<file path="src/sv/tdpl_pkg.sv">
// Package of the thermal derated position limiter: shared widths, register
// indexes, configuration struct, derating codes and the derating scale table.
// No dependencies.
package tdpl_pkg;

  localparam int unsigned MUL_AW  = 33;
  localparam int unsigned MUL_BW  = 18;
  localparam int unsigned MUL_PW  = MUL_AW + MUL_BW;
  localparam int unsigned PADDR_W = 4;

  localparam logic [1:0] REG_ERROR_LIMIT  = 2'd0;
  localparam logic [1:0] REG_BLEND_WEIGHT = 2'd1;
  localparam logic [1:0] REG_DECAY_FACTOR = 2'd2;
  localparam logic [1:0] REG_TICK_TIME    = 2'd3;

  localparam logic [19:0] ERROR_LIMIT_RST  = 20'd45875;
  localparam logic [16:0] BLEND_WEIGHT_RST = 17'd13107;
  localparam logic [16:0] DECAY_FACTOR_RST = 17'd65495;
  localparam logic [15:0] TICK_TIME_RST    = 16'd328;

  localparam logic [16:0] Q16_ONE = 17'd65536;

  localparam logic [31:0] HEAT_T1 = 32'd655360;   // 10.0
  localparam logic [31:0] HEAT_T2 = 32'd1310720;  // 20.0
  localparam logic [31:0] HEAT_T3 = 32'd1966080;  // 30.0

  localparam logic [1:0] LVL_100 = 2'd0;
  localparam logic [1:0] LVL_80  = 2'd1;
  localparam logic [1:0] LVL_60  = 2'd2;
  localparam logic [1:0] LVL_40  = 2'd3;

  typedef struct packed {
    logic [19:0] error_limit;
    logic [16:0] blend_weight;
    logic [16:0] decay_factor;
    logic [15:0] tick_time;
  } cfg_t;

  function automatic logic [16:0] derate_scale(input logic [1:0] lvl);
    logic [16:0] s;
    unique case (lvl)
      LVL_100: s = 17'd65536;
      LVL_80:  s = 17'd52429;
      LVL_60:  s = 17'd39322;
      LVL_40:  s = 17'd26214;
      default: s = 17'd65536;
    endcase
    return s;
  endfunction

  function automatic logic [16:0] sat_one(input logic [16:0] w);
    return (w > Q16_ONE) ? Q16_ONE : w;
  endfunction

endpackage

</file>
<file path="src/sv/tdpl_ifs.sv">
// Valid/ready channel interfaces for input and result words of the limiter.
// Depends on tdpl_pkg.
interface tdpl_in_if import tdpl_pkg::*; ();
  logic               valid;
  logic               ready;
  logic [3:0]         joint;
  logic signed [31:0] target_position;
  logic signed [31:0] measured_position;
  logic signed [15:0] feedback_torque;

  modport source (output valid, joint, target_position, measured_position,
                  feedback_torque, input ready);
  modport sink   (input valid, joint, target_position, measured_position,
                  feedback_torque, output ready);
endinterface

interface tdpl_out_if import tdpl_pkg::*; ();
  logic               valid;
  logic               ready;
  logic signed [31:0] safe_position;
  logic [31:0]        heat_load;
  logic [1:0]         derate_level;

  modport source (output valid, safe_position, heat_load, derate_level, input ready);
  modport sink   (input valid, safe_position, heat_load, derate_level, output ready);
endinterface

</file>
<file path="src/sv/tdpl_cfg.sv">
// APB-style configuration registers of the limiter.
// Depends on tdpl_pkg.
module tdpl_cfg import tdpl_pkg::*; (
  input  logic               clk_i,
  input  logic               rst_ni,
  input  logic               psel,
  input  logic               penable,
  input  logic               pwrite,
  input  logic [PADDR_W-1:0] paddr,
  input  logic [31:0]        pwdata,
  output logic [31:0]        prdata,
  output logic               pready,
  output cfg_t               cfg_o
);

  cfg_t       cfg_q;
  logic       wr_en;
  logic [1:0] idx;

  assign pready = 1'b1;
  assign wr_en  = psel && penable && pwrite;
  assign idx    = paddr[3:2];

  always_ff @(posedge clk_i or negedge rst_ni) begin
    if (!rst_ni) begin
      cfg_q.error_limit  <= ERROR_LIMIT_RST;
      cfg_q.blend_weight <= BLEND_WEIGHT_RST;
      cfg_q.decay_factor <= DECAY_FACTOR_RST;
      cfg_q.tick_time    <= TICK_TIME_RST;
    end else if (wr_en) begin
      unique case (idx)
        REG_ERROR_LIMIT:  cfg_q.error_limit  <= pwdata[19:0];
        REG_BLEND_WEIGHT: cfg_q.blend_weight <= pwdata[16:0];
        REG_DECAY_FACTOR: cfg_q.decay_factor <= pwdata[16:0];
        REG_TICK_TIME:    cfg_q.tick_time    <= pwdata[15:0];
        default: ;
      endcase
    end
  end

  always_comb begin
    unique case (idx)
      REG_ERROR_LIMIT:  prdata = {12'd0, cfg_q.error_limit};
      REG_BLEND_WEIGHT: prdata = {15'd0, cfg_q.blend_weight};
      REG_DECAY_FACTOR: prdata = {15'd0, cfg_q.decay_factor};
      REG_TICK_TIME:    prdata = {16'd0, cfg_q.tick_time};
      default:          prdata = 32'd0;
    endcase
  end

  assign cfg_o = cfg_q;

endmodule

</file>
<file path="src/sv/tdpl_mul.sv">
// Shared signed multiplier with registered product, used by the multiply steps.
// Depends on tdpl_pkg.
module tdpl_mul import tdpl_pkg::*; (
  input  logic                     clk_i,
  input  logic                     en_i,
  input  logic signed [MUL_AW-1:0] a_i,
  input  logic signed [MUL_BW-1:0] b_i,
  output logic signed [MUL_PW-1:0] p_o
);

  logic signed [MUL_PW-1:0] p_q;

  always_ff @(posedge clk_i) begin
    if (en_i) begin
      p_q <= MUL_PW'(a_i) * MUL_PW'(b_i);
    end
  end

  assign p_o = p_q;

endmodule

</file>
<file path="src/sv/tdpl_store.sv">
// Per-joint state memory: heat load and last safe target, with valid bits
// so that unwritten entries read as zero. Depends on tdpl_pkg.
module tdpl_store import tdpl_pkg::*; #(
  parameter int unsigned NUM_JOINTS = 12,
  parameter int unsigned JW         = 4
) (
  input  logic          clk_i,
  input  logic          rst_ni,
  input  logic          rd_en_i,
  input  logic [JW-1:0] rd_idx_i,
  output logic [31:0]   rd_heat_o,
  output logic [31:0]   rd_last_o,
  input  logic          wr_en_i,
  input  logic [JW-1:0] wr_idx_i,
  input  logic [31:0]   wr_heat_i,
  input  logic [31:0]   wr_last_i
);

  logic [63:0]           mem_q [NUM_JOINTS];
  logic [NUM_JOINTS-1:0] vld_q;
  logic [63:0]           rd_q;
  logic                  rd_vld_q;

  always_ff @(posedge clk_i) begin
    if (wr_en_i) begin
      mem_q[wr_idx_i] <= {wr_heat_i, wr_last_i};
    end
    if (rd_en_i) begin
      rd_q <= mem_q[rd_idx_i];
    end
  end

  always_ff @(posedge clk_i or negedge rst_ni) begin
    if (!rst_ni) begin
      vld_q    <= '0;
      rd_vld_q <= 1'b0;
    end else begin
      if (wr_en_i) begin
        vld_q[wr_idx_i] <= 1'b1;
      end
      if (rd_en_i) begin
        rd_vld_q <= vld_q[rd_idx_i];
      end
    end
  end

  assign rd_heat_o = rd_vld_q ? rd_q[63:32] : 32'd0;
  assign rd_last_o = rd_vld_q ? rd_q[31:0]  : 32'd0;

endmodule

</file>
<file path="src/sv/thermal_derated_position_limiter_unit.sv">
// Top level of the thermal derated position limiter: sequencer around one
// shared multiplier, per-joint state store and APB configuration registers.
// Flow: no new input word is taken until the last one has passed all nine sequencer
// steps; a result word held by the sink stalls the last step and with it the input.
// Reset: asynchronous, active low; clears control, configuration to defaults, state to zero.
module thermal_derated_position_limiter_unit import tdpl_pkg::*; #(
  parameter int unsigned NUM_JOINTS = 12
) (
  input  logic               clk_i,
  input  logic               rst_ni,
  tdpl_in_if.sink            in_i,
  tdpl_out_if.source         out_o,
  input  logic               psel,
  input  logic               penable,
  input  logic               pwrite,
  input  logic [PADDR_W-1:0] paddr,
  input  logic [31:0]        pwdata,
  output logic [31:0]        prdata,
  output logic               pready
);

  localparam int unsigned JW = (NUM_JOINTS > 1) ? $clog2(NUM_JOINTS) : 1;

  // Sequencer steps; each multiply step registers its product for the next.
  localparam logic [3:0] ST_IDLE  = 4'd0;  // wait for an input word
  localparam logic [3:0] ST_SQ    = 4'd1;  // torque squared, read store, raw error
  localparam logic [3:0] ST_GAIN  = 4'd2;  // square times tick time, latch state
  localparam logic [3:0] ST_DECAY = 4'd3;  // heat times decay
  localparam logic [3:0] ST_HEAT  = 4'd4;  // add, saturate new heat
  localparam logic [3:0] ST_LIMIT = 4'd5;  // pick derating, scale error limit
  localparam logic [3:0] ST_CLAMP = 4'd6;  // clamp error, form candidate
  localparam logic [3:0] ST_MIXA  = 4'd7;  // alpha times candidate
  localparam logic [3:0] ST_MIXB  = 4'd8;  // (1 - alpha) times last target
  localparam logic [3:0] ST_SUM   = 4'd9;  // sum, round, write back, emit word

  cfg_t cfg;

  logic [3:0] state_q, state_d;

  // captured input word
  logic [3:0]         joint_q;
  logic signed [31:0] tgt_q;
  logic signed [31:0] meas_q;
  logic signed [15:0] trq_q;
  logic               hit_q;

  // working registers
  logic signed [32:0]       err_q;
  logic [31:0]              heat_q;
  logic [31:0]              last_q;
  logic [1:0]               level_q;
  logic signed [32:0]       cand_q;
  logic signed [MUL_PW-1:0] acc_q;

  // result register
  logic               out_vld_q;
  logic signed [31:0] out_safe_q;
  logic [31:0]        out_heat_q;
  logic [1:0]         out_lvl_q;

  // shared multiplier
  logic                     mul_en;
  logic signed [MUL_AW-1:0] mul_a;
  logic signed [MUL_BW-1:0] mul_b;
  logic signed [MUL_PW-1:0] prod;
  logic signed [MUL_PW-1:0] rnd;

  logic [16:0] alpha_sat;
  logic [16:0] decay_sat;
  logic [6:0]  joint_ext;
  logic [JW-1:0] idx;
  logic [31:0] st_heat, st_last;
  logic        st_rd_en, st_wr_en;

  logic [33:0]        heat_sum;
  logic [31:0]        heat_new;
  logic [1:0]         level;
  logic signed [32:0] lim;
  logic signed [32:0] err_c;
  logic signed [MUL_PW-1:0] mix;
  logic [31:0]        safe;
  logic               in_acc;
  logic               out_load;

  tdpl_cfg u_cfg (
    .clk_i   (clk_i),
    .rst_ni  (rst_ni),
    .psel    (psel),
    .penable (penable),
    .pwrite  (pwrite),
    .paddr   (paddr),
    .pwdata  (pwdata),
    .prdata  (prdata),
    .pready  (pready),
    .cfg_o   (cfg)
  );

  tdpl_mul u_mul (
    .clk_i (clk_i),
    .en_i  (mul_en),
    .a_i   (mul_a),
    .b_i   (mul_b),
    .p_o   (prod)
  );

  tdpl_store #(
    .NUM_JOINTS (NUM_JOINTS),
    .JW         (JW)
  ) u_store (
    .clk_i     (clk_i),
    .rst_ni    (rst_ni),
    .rd_en_i   (st_rd_en),
    .rd_idx_i  (idx),
    .rd_heat_o (st_heat),
    .rd_last_o (st_last),
    .wr_en_i   (st_wr_en),
    .wr_idx_i  (idx),
    .wr_heat_i (heat_q),
    .wr_last_i (safe)
  );

  assign alpha_sat = sat_one(cfg.blend_weight);
  assign decay_sat = sat_one(cfg.decay_factor);
  assign joint_ext = {3'd0, joint_q};
  assign idx       = joint_ext[JW-1:0];

  assign in_i.ready = (state_q == ST_IDLE);
  assign in_acc     = in_i.valid && in_i.ready;

  // Round a Q16 product to nearest, half up.
  assign rnd = prod + MUL_PW'(32768);

  // New heat: decayed load plus torque gain, saturating at all ones.
  assign heat_sum = {1'b0, rnd[48:16]} + {3'd0, acc_q[30:0]};
  assign heat_new = (heat_sum[33:32] != 2'd0) ? 32'hFFFF_FFFF : heat_sum[31:0];

  always_comb begin
    priority if (heat_q < HEAT_T1) begin
      level = LVL_100;
    end else if (heat_q < HEAT_T2) begin
      level = LVL_80;
    end else if (heat_q < HEAT_T3) begin
      level = LVL_60;
    end else begin
      level = LVL_40;
    end
  end

  // Clamp error to the scaled limit.
  assign lim = {12'd0, rnd[36:16]};
  always_comb begin
    priority if (err_q > lim) begin
      err_c = lim;
    end else if (err_q < -lim) begin
      err_c = -lim;
    end else begin
      err_c = err_q;
    end
  end

  // Filter sum, rounded to nearest half up; low 32 bits of the quotient kept.
  assign mix  = acc_q + prod + MUL_PW'(32768);
  assign safe = mix[47:16];

  assign out_load = (state_q == ST_SUM) && (!out_vld_q || out_o.ready);
  assign st_rd_en = (state_q == ST_SQ) && hit_q;
  assign st_wr_en = out_load && hit_q;

  // Multiplier operand select per step.
  always_comb begin
    mul_en = 1'b1;
    mul_a  = '0;
    mul_b  = '0;
    unique case (state_q)
      ST_SQ: begin
        mul_a = {{17{trq_q[15]}}, trq_q};
        mul_b = {{2{trq_q[15]}}, trq_q};
      end
      ST_GAIN: begin
        mul_a = {2'd0, prod[30:0]};
        mul_b = {2'd0, cfg.tick_time};
      end
      ST_DECAY: begin
        mul_a = {1'b0, heat_q};
        mul_b = {1'b0, decay_sat};
      end
      ST_LIMIT: begin
        mul_a = {13'd0, cfg.error_limit};
        mul_b = {1'b0, derate_scale(level)};
      end
      ST_MIXA: begin
        mul_a = cand_q;
        mul_b = {1'b0, alpha_sat};
      end
      ST_MIXB: begin
        mul_a = {last_q[31], last_q};
        mul_b = MUL_BW'({1'b0, Q16_ONE}) - MUL_BW'({1'b0, alpha_sat});
      end
      default: begin
        mul_en = 1'b0;  // hold the product for the step that reads it
      end
    endcase
  end

  always_comb begin
    state_d = state_q;
    unique case (state_q)
      ST_IDLE:  if (in_acc) state_d = ST_SQ;
      ST_SQ:    state_d = ST_GAIN;
      ST_GAIN:  state_d = ST_DECAY;
      ST_DECAY: state_d = ST_HEAT;
      ST_HEAT:  state_d = ST_LIMIT;
      ST_LIMIT: state_d = ST_CLAMP;
      ST_CLAMP: state_d = ST_MIXA;
      ST_MIXA:  state_d = ST_MIXB;
      ST_MIXB:  state_d = ST_SUM;
      ST_SUM:   if (out_load) state_d = ST_IDLE;
      default:  state_d = ST_IDLE;
    endcase
  end

  always_ff @(posedge clk_i or negedge rst_ni) begin
    if (!rst_ni) begin
      state_q   <= ST_IDLE;
      out_vld_q <= 1'b0;
    end else begin
      state_q <= state_d;
      if (out_load) begin
        out_vld_q <= 1'b1;
      end else if (out_o.ready) begin
        out_vld_q <= 1'b0;
      end
    end
  end

  // Datapath registers; no reset needed.
  always_ff @(posedge clk_i) begin
    if (in_acc) begin
      joint_q <= in_i.joint;
      tgt_q   <= in_i.target_position;
      meas_q  <= in_i.measured_position;
      trq_q   <= in_i.feedback_torque;
      hit_q   <= ({3'd0, in_i.joint} < 7'(NUM_JOINTS));
    end
    unique case (state_q)
      ST_SQ:    err_q  <= {tgt_q[31], tgt_q} - {meas_q[31], meas_q};
      ST_GAIN: begin
        heat_q <= hit_q ? st_heat : 32'd0;
        last_q <= hit_q ? st_last : 32'd0;
      end
      ST_DECAY: acc_q   <= {20'd0, rnd[46:16]};
      ST_HEAT:  heat_q  <= heat_new;
      ST_LIMIT: level_q <= level;
      ST_CLAMP: cand_q  <= {meas_q[31], meas_q} + err_c;
      ST_MIXB:  acc_q   <= prod;
      default: ;
    endcase
    if (out_load) begin
      out_safe_q <= safe;
      out_heat_q <= heat_q;
      out_lvl_q  <= level_q;
    end
  end

  assign out_o.valid         = out_vld_q;
  assign out_o.safe_position = out_safe_q;
  assign out_o.heat_load     = out_heat_q;
  assign out_o.derate_level  = out_lvl_q;

`ifndef SYNTHESIS
  a_accept_starts: assert property (@(posedge clk_i) disable iff (!rst_ni)
    in_acc |=> (state_q == ST_SQ))
    else $error("accepted word did not start the sequence");

  a_out_from_sum: assert property (@(posedge clk_i) disable iff (!rst_ni)
    $rose(out_vld_q) |-> ($past(state_q) == ST_SUM))
    else $error("result word raised outside the final step");

  a_level_low: assert property (@(posedge clk_i) disable iff (!rst_ni)
    (state_q == ST_CLAMP) |-> ((level_q == LVL_100) == (heat_q < HEAT_T1)))
    else $error("derating level inconsistent with heat at low threshold");

  a_level_high: assert property (@(posedge clk_i) disable iff (!rst_ni)
    (state_q == ST_CLAMP) |-> ((level_q == LVL_40) == (heat_q >= HEAT_T3)))
    else $error("derating level inconsistent with heat at high threshold");
`endif

endmodule

</file>
<file path="src/flat_wrapper.sv">
// flat-port wrapper written by rule: the top's interface ports become plain ports
module thermal_derated_position_limiter_unit_flat import tdpl_pkg::*;
#(
  parameter int unsigned NUM_JOINTS = 12
)
  (clk_i, rst_ni, psel, penable, pwrite, paddr, pwdata, prdata, pready, in_i_valid, in_i_joint, in_i_target_position, in_i_measured_position, in_i_feedback_torque, in_i_ready, out_o_valid, out_o_safe_position, out_o_heat_load, out_o_derate_level, out_o_ready);
  tdpl_in_if in_i_i ();
  tdpl_out_if out_o_i ();
  input  logic clk_i;
  input  logic rst_ni;
  input  logic psel;
  input  logic penable;
  input  logic pwrite;
  input  logic [PADDR_W-1:0] paddr;
  input  logic [31:0] pwdata;
  output logic [31:0] prdata;
  output logic pready;
  input wire logic [$bits(in_i_i.valid)-1:0] in_i_valid;
  input wire logic [$bits(in_i_i.joint)-1:0] in_i_joint;
  input wire logic [$bits(in_i_i.target_position)-1:0] in_i_target_position;
  input wire logic [$bits(in_i_i.measured_position)-1:0] in_i_measured_position;
  input wire logic [$bits(in_i_i.feedback_torque)-1:0] in_i_feedback_torque;
  output wire logic [$bits(in_i_i.ready)-1:0] in_i_ready;
  output wire logic [$bits(out_o_i.valid)-1:0] out_o_valid;
  output wire logic [$bits(out_o_i.safe_position)-1:0] out_o_safe_position;
  output wire logic [$bits(out_o_i.heat_load)-1:0] out_o_heat_load;
  output wire logic [$bits(out_o_i.derate_level)-1:0] out_o_derate_level;
  input wire logic [$bits(out_o_i.ready)-1:0] out_o_ready;
  assign in_i_i.valid = in_i_valid;
  assign in_i_i.joint = in_i_joint;
  assign in_i_i.target_position = in_i_target_position;
  assign in_i_i.measured_position = in_i_measured_position;
  assign in_i_i.feedback_torque = in_i_feedback_torque;
  assign in_i_ready = in_i_i.ready;
  assign out_o_valid = out_o_i.valid;
  assign out_o_safe_position = out_o_i.safe_position;
  assign out_o_heat_load = out_o_i.heat_load;
  assign out_o_derate_level = out_o_i.derate_level;
  assign out_o_i.ready = out_o_ready;
  thermal_derated_position_limiter_unit #(.NUM_JOINTS(NUM_JOINTS)) u_core (.clk_i(clk_i), .rst_ni(rst_ni), .in_i(in_i_i), .out_o(out_o_i), .psel(psel), .penable(penable), .pwrite(pwrite), .paddr(paddr), .pwdata(pwdata), .prdata(prdata), .pready(pready));
endmodule
</file>
<file path="config.mk">
export PLATFORM = sky130hd
export DESIGN_NAME = thermal_derated_position_limiter_unit_flat
export DESIGN_NICKNAME = d
export VERILOG_FILES = /design/src/sv/tdpl_pkg.sv /design/src/sv/tdpl_ifs.sv /design/src/sv/tdpl_cfg.sv /design/src/sv/tdpl_mul.sv /design/src/sv/tdpl_store.sv /design/src/sv/thermal_derated_position_limiter_unit.sv /design/src/flat_wrapper.sv
export SDC_FILE = /design/constraint.sdc
export NUM_CORES = 2
export LEC_CHECK = 0
export ABC_AREA = 1
export BUFFER_PORTS_ARGS = -buffer_cell sky130_fd_sc_hd__buf_2
export CORE_MARGIN = 2
export CORE_UTILIZATION = 60
export CTS_BUF_LIST = sky130_fd_sc_hd__clkbuf_16
export DETAILED_ROUTE_END_ITERATION = 8
export MAX_ROUTING_LAYER = met4
export PLACE_DENSITY_LB_ADDON = 0.05
export SYNTH_ARGS = -nofsm -noshare
export SYNTH_HDL_FRONTEND = slang
export SYNTH_SLANG_ARGS = --single-unit
</file>
<file path="constraint.sdc">
create_clock -name clk_i -period 15.6 [get_ports clk_i]
set_clock_uncertainty 0.15 [all_clocks]
set_input_delay 0.78 -clock clk_i [delete_from_list [all_inputs] [get_ports clk_i]]
set_output_delay 0.78 -clock clk_i [all_outputs]
set_load 0.01 [all_outputs]
</file>
==> results.rst <==
.. list-table::
   :header-rows: 1

   * - Metric
     - Value
   * - Clock transition at the register clock pins on the worst setup and hold paths after CTS
     - 0.06 ns
   * - Crit-path slowest cell
     - inv_1
   * - Wire length of the first global-routing pass
     - between 300000 and 400000 um
   * - Cell variety after synth
     - 63
   * - Total instance count after detailed placement
     - 9404
   * - Netlist area before placement
     - 79870 um^2
   * - Post-route setup slack
     - 5.183 ns
   * - Final std cells w/o fill
     - 9709
   * - Worst hold-check path type
     - input pin to flip-flop
   * - Predominant post-synthesis flop cell
     - edfxtp_1
   * - Post-layout instance area
     - 87860 um^2
   * - Initial standard-cell utilization of the core
     - between 60% and 70%
   * - Antenna Nets Post-Route
     - 0
   * - CP Data Arrival Time
     - 10.77 ns
   * - Antenna violations before repair
     - 8
   * - Total Routing Usage GR
     - 37.22%
   * - Max Cap Viol
     - 0
   * - Sinks on the clock net
     - 1300
   * - Io pins
     - about 230
   * - Critical path launch point type
     - flip-flop
   * - Critical Path Most Common Cell
     - nand2_1
   * - Maximum fanout along the worst path
     - 29
   * - Minimum period implied by the final worst setup slack
     - 10.42 ns
   * - CTS max path bufs
     - 3
   * - Half-perimeter wire length after placement
     - 173800 um
   * - Net count of the finished layout
     - between 8000 and 9000
   * - Count of fill cells added during filler insertion
     - 10140
   * - Count of final max-slew check failures
     - 0
   * - Sequential-to-total area share from yosys stat
     - between 40% and 50%
   * - Count of synthesis-stage warnings from yosys
     - 0
   * - EDFF count, synth
     - approximately 1200
   * - Vias post-DR
     - 59150
   * - Area of the placeable core
     - 131800 um^2
   * - Final routed DRC violation total
     - 0
   * - CP max stage delay
     - 1.15 ns
   * - Post-CTS repair timing setup buffer count
     - 0
   * - Clock latency on the worst-skew pair
     - 0.79 ns
   * - Detailed-route wire length
     - between 200000 and 250000 um
   * - Floorplan die area
     - around 140000 um^2
   * - Vertical die dimension
     - 368.9 um
   * - H-tree depth
     - 4
   * - Maximum clock rate
     - 96.00 MHz
   * - Via count of the first global-routing pass
     - about 58000
   * - Area delta synth->final
     - 9.998%
   * - Count of mapped cells out of synthesis
     - approximately 7600
   * - Inserted Clock Buffers
     - ~140
   * - Std cell rows
     - 133
   * - CTS tree
     - yes
   * - DP Worst Slack
     - ~5.3 ns
   * - Critical Setup Path Class
     - flip-flop to flip-flop
   * - Pin count of the biggest net entering global routing
     - 175
   * - # port buffers
     - 200
   * - Average vias per placed instance
     - about 6
   * - Final period utilization
     - between 60% and 70%
   * - Routed len/inst
     - 25.13 um
   * - Total congestion overflow
     - 0
   * - Final GP Congestion
     - roughly 1.1
   * - Fraction of layout cells with a size suffix above 1
     - around 7.7%
   * - Clk Tree Root Cell
     - clkbuf_16
   * - Number of endpoints with negative hold slack in the final report
     - 0
   * - Final-report setup violation count
     - 0
   * - Initial DRC Count
     - between 7000 and 8000
   * - Crit end category
     - flip-flop
   * - Fraction of registers with async set or reset after synthesis
     - 6.769%
   * - Average instance area after synthesis
     - 10.50 um^2
   * - Post-synthesis register bit count
     - 1300
   * - Slew at the pin with the worst max-slew slack
     - 1.301 ns
   * - Length of the first detailed-routing pass in iterations
     - 6
   * - Relative slew margins
     - 13.09%
   * - Horizontal die dimension
     - 368.9 um
   * - Run status
     - finished, final reports clean
   * - Data required time of the worst path
     - 15.95 ns
   * - Cell area after placement
     - 82970 um^2
   * - Total negative setup slack
     - 0 ns
   * - Unrepaired setup endpoints after global routing
     - no
## cell usage after synthesis (all sizes together) (56+ instances only)
cell type / n / area, um^2
o21ai: 310 / 1570
nor2: 531 / 2036
nand2: 1303 / 4901
a22oi: 388 / 2913
a21oi: 549 / 2748
nand3: 128 / 678.2
xor2: 125 / 1155
inv: 1245 / 4673
fa: 558 / 11170
nor3: 65 / 355.3
edfxtp: 1212 / 36390
ha: 366 / 4579
clkbuf: 217 / 814.5
buf: 59 / 301.5
or3: 65 / 406.6
nor4: 56 / 365.3
## critical path: cells and delay by family (launching register included)
family	cells	cell delay, ns
AND/OR/NAND/NOR	17	3.27
buffers and inverters	4	1.40
flip-flops	1	0.56
AO/OA/AOI/OAI	6	1.16
adder cells (fa/ha/maj)	8	3.59
## logic make-up (layout without fill, tap and decap cells)
group	after synthesis	count (layout)	synth area share, %
AND/OR/NAND/NOR	2233	2233	11.62
other	2	36	0.009403
XOR/XNOR	179	179	2.038
adder cells (fa/ha/maj)	924	924	19.72
flip-flops	1300	1300	48.38
AO/OA/AOI/OAI	1443	1443	10.96
buffers and inverters	1527	1839	7.277
## timing repair
item,4_1_cts,5_1_grt
setup endpoints to repair,0,0
hold buffers,54,1
gates resized for setup,0,0
endpoints found under the hold margin,66,1
## layer usage
layer	vias up	track usage, %	part of all wire [%]
met5	-	-	0
met4	0	12.71	3.9
met3	484	7.188	11
met2	3337	55.05	45
met1	29240	52.02	40
li1	26090	-	-
## path summary, 6_finish.rpt
kind | start | endpoint | slack (ns) | cells past startpoint
min in group asynchronous | rst_ni | u_core.u_store.vld_q[8] | 0.25 | 2
worst min register to register | u_core.state_q[3] | u_core.state_q[1] | 0.30 | 1
worst min-delay path | in_i_measured_position[30] | u_core.meas_q[30] | 0.03 | 1
worst max-delay path | u_core.u_cfg.cfg_o[33] | u_core.u_mul.p_o[47] | 5.18 | 35
max in group asynchronous | rst_ni | u_core.u_cfg.cfg_o[13] | 13.75 | 3
worst max register to register | u_core.u_cfg.cfg_o[33] | u_core.u_mul.p_o[47] | 5.18 | 35
## area by class of cell
type | count | area (um^2) | area share (%)
inverter | 1251 | 4708 | 5.359
tap | 1755 | 2196 | 2.499
multi-input combinational | 4808 | 35730 | 40.67
timing repair buffer | 345 | 2242 | 2.552
clock buffer | 135 | 3378 | 3.845
clock inverter | 108 | 943.4 | 1.074
antenna | 7 | 17.52 | 0.01994
sequential | 1300 | 38640 | 43.98
## cells in the final DEF (no fill, tap or decap), drive strengths merged, types with 29 or more instances in the layout
cell,n
edfxtp,1212
clkbuf,135
clkinv,65
fa,558
inv,1281
nor4,56
conb,29
buf,290
dfstp,34
xnor2,54
nand4,52
nor3,65
xor2,125
a22oi,388
or3,65
dfrtp,54
nand2,1303
ha,366
dlygate4sd3,55
nor2,531
nand3,128
o21ai,310
a21oi,549
## state kept, by name, indices dropped and copies added (netlist names), 32 cells and up
signal / cells
u_core.u_mul.p_o: 49
u_core.err_q: 33
u_core.meas_q: 32
u_core.out_o.safe_position: 32
u_core.tgt_q: 32
u_core.cand_q: 33
u_core.out_o.heat_load: 32
u_core.heat_q: 32
u_core.u_store.mem_q: 768
u_core.u_cfg.cfg_o: 70
u_core.last_q: 32
u_core.u_store.rd_q: 64
u_core.acc_q: 48
## stage by stage
stage                     hold slack, ns  util [%]
final                            0.03059     66.66
after global routing            0.006134     66.66
after CTS                     0.00002148     66.64
after detailed placement          0.2972     62.95
after global placement            0.2916     62.95
after floorplan                   0.2503         -
Power is not shown: default switching activity piles up to over one toggle a cycle in this logic, so the estimate is an artifact.
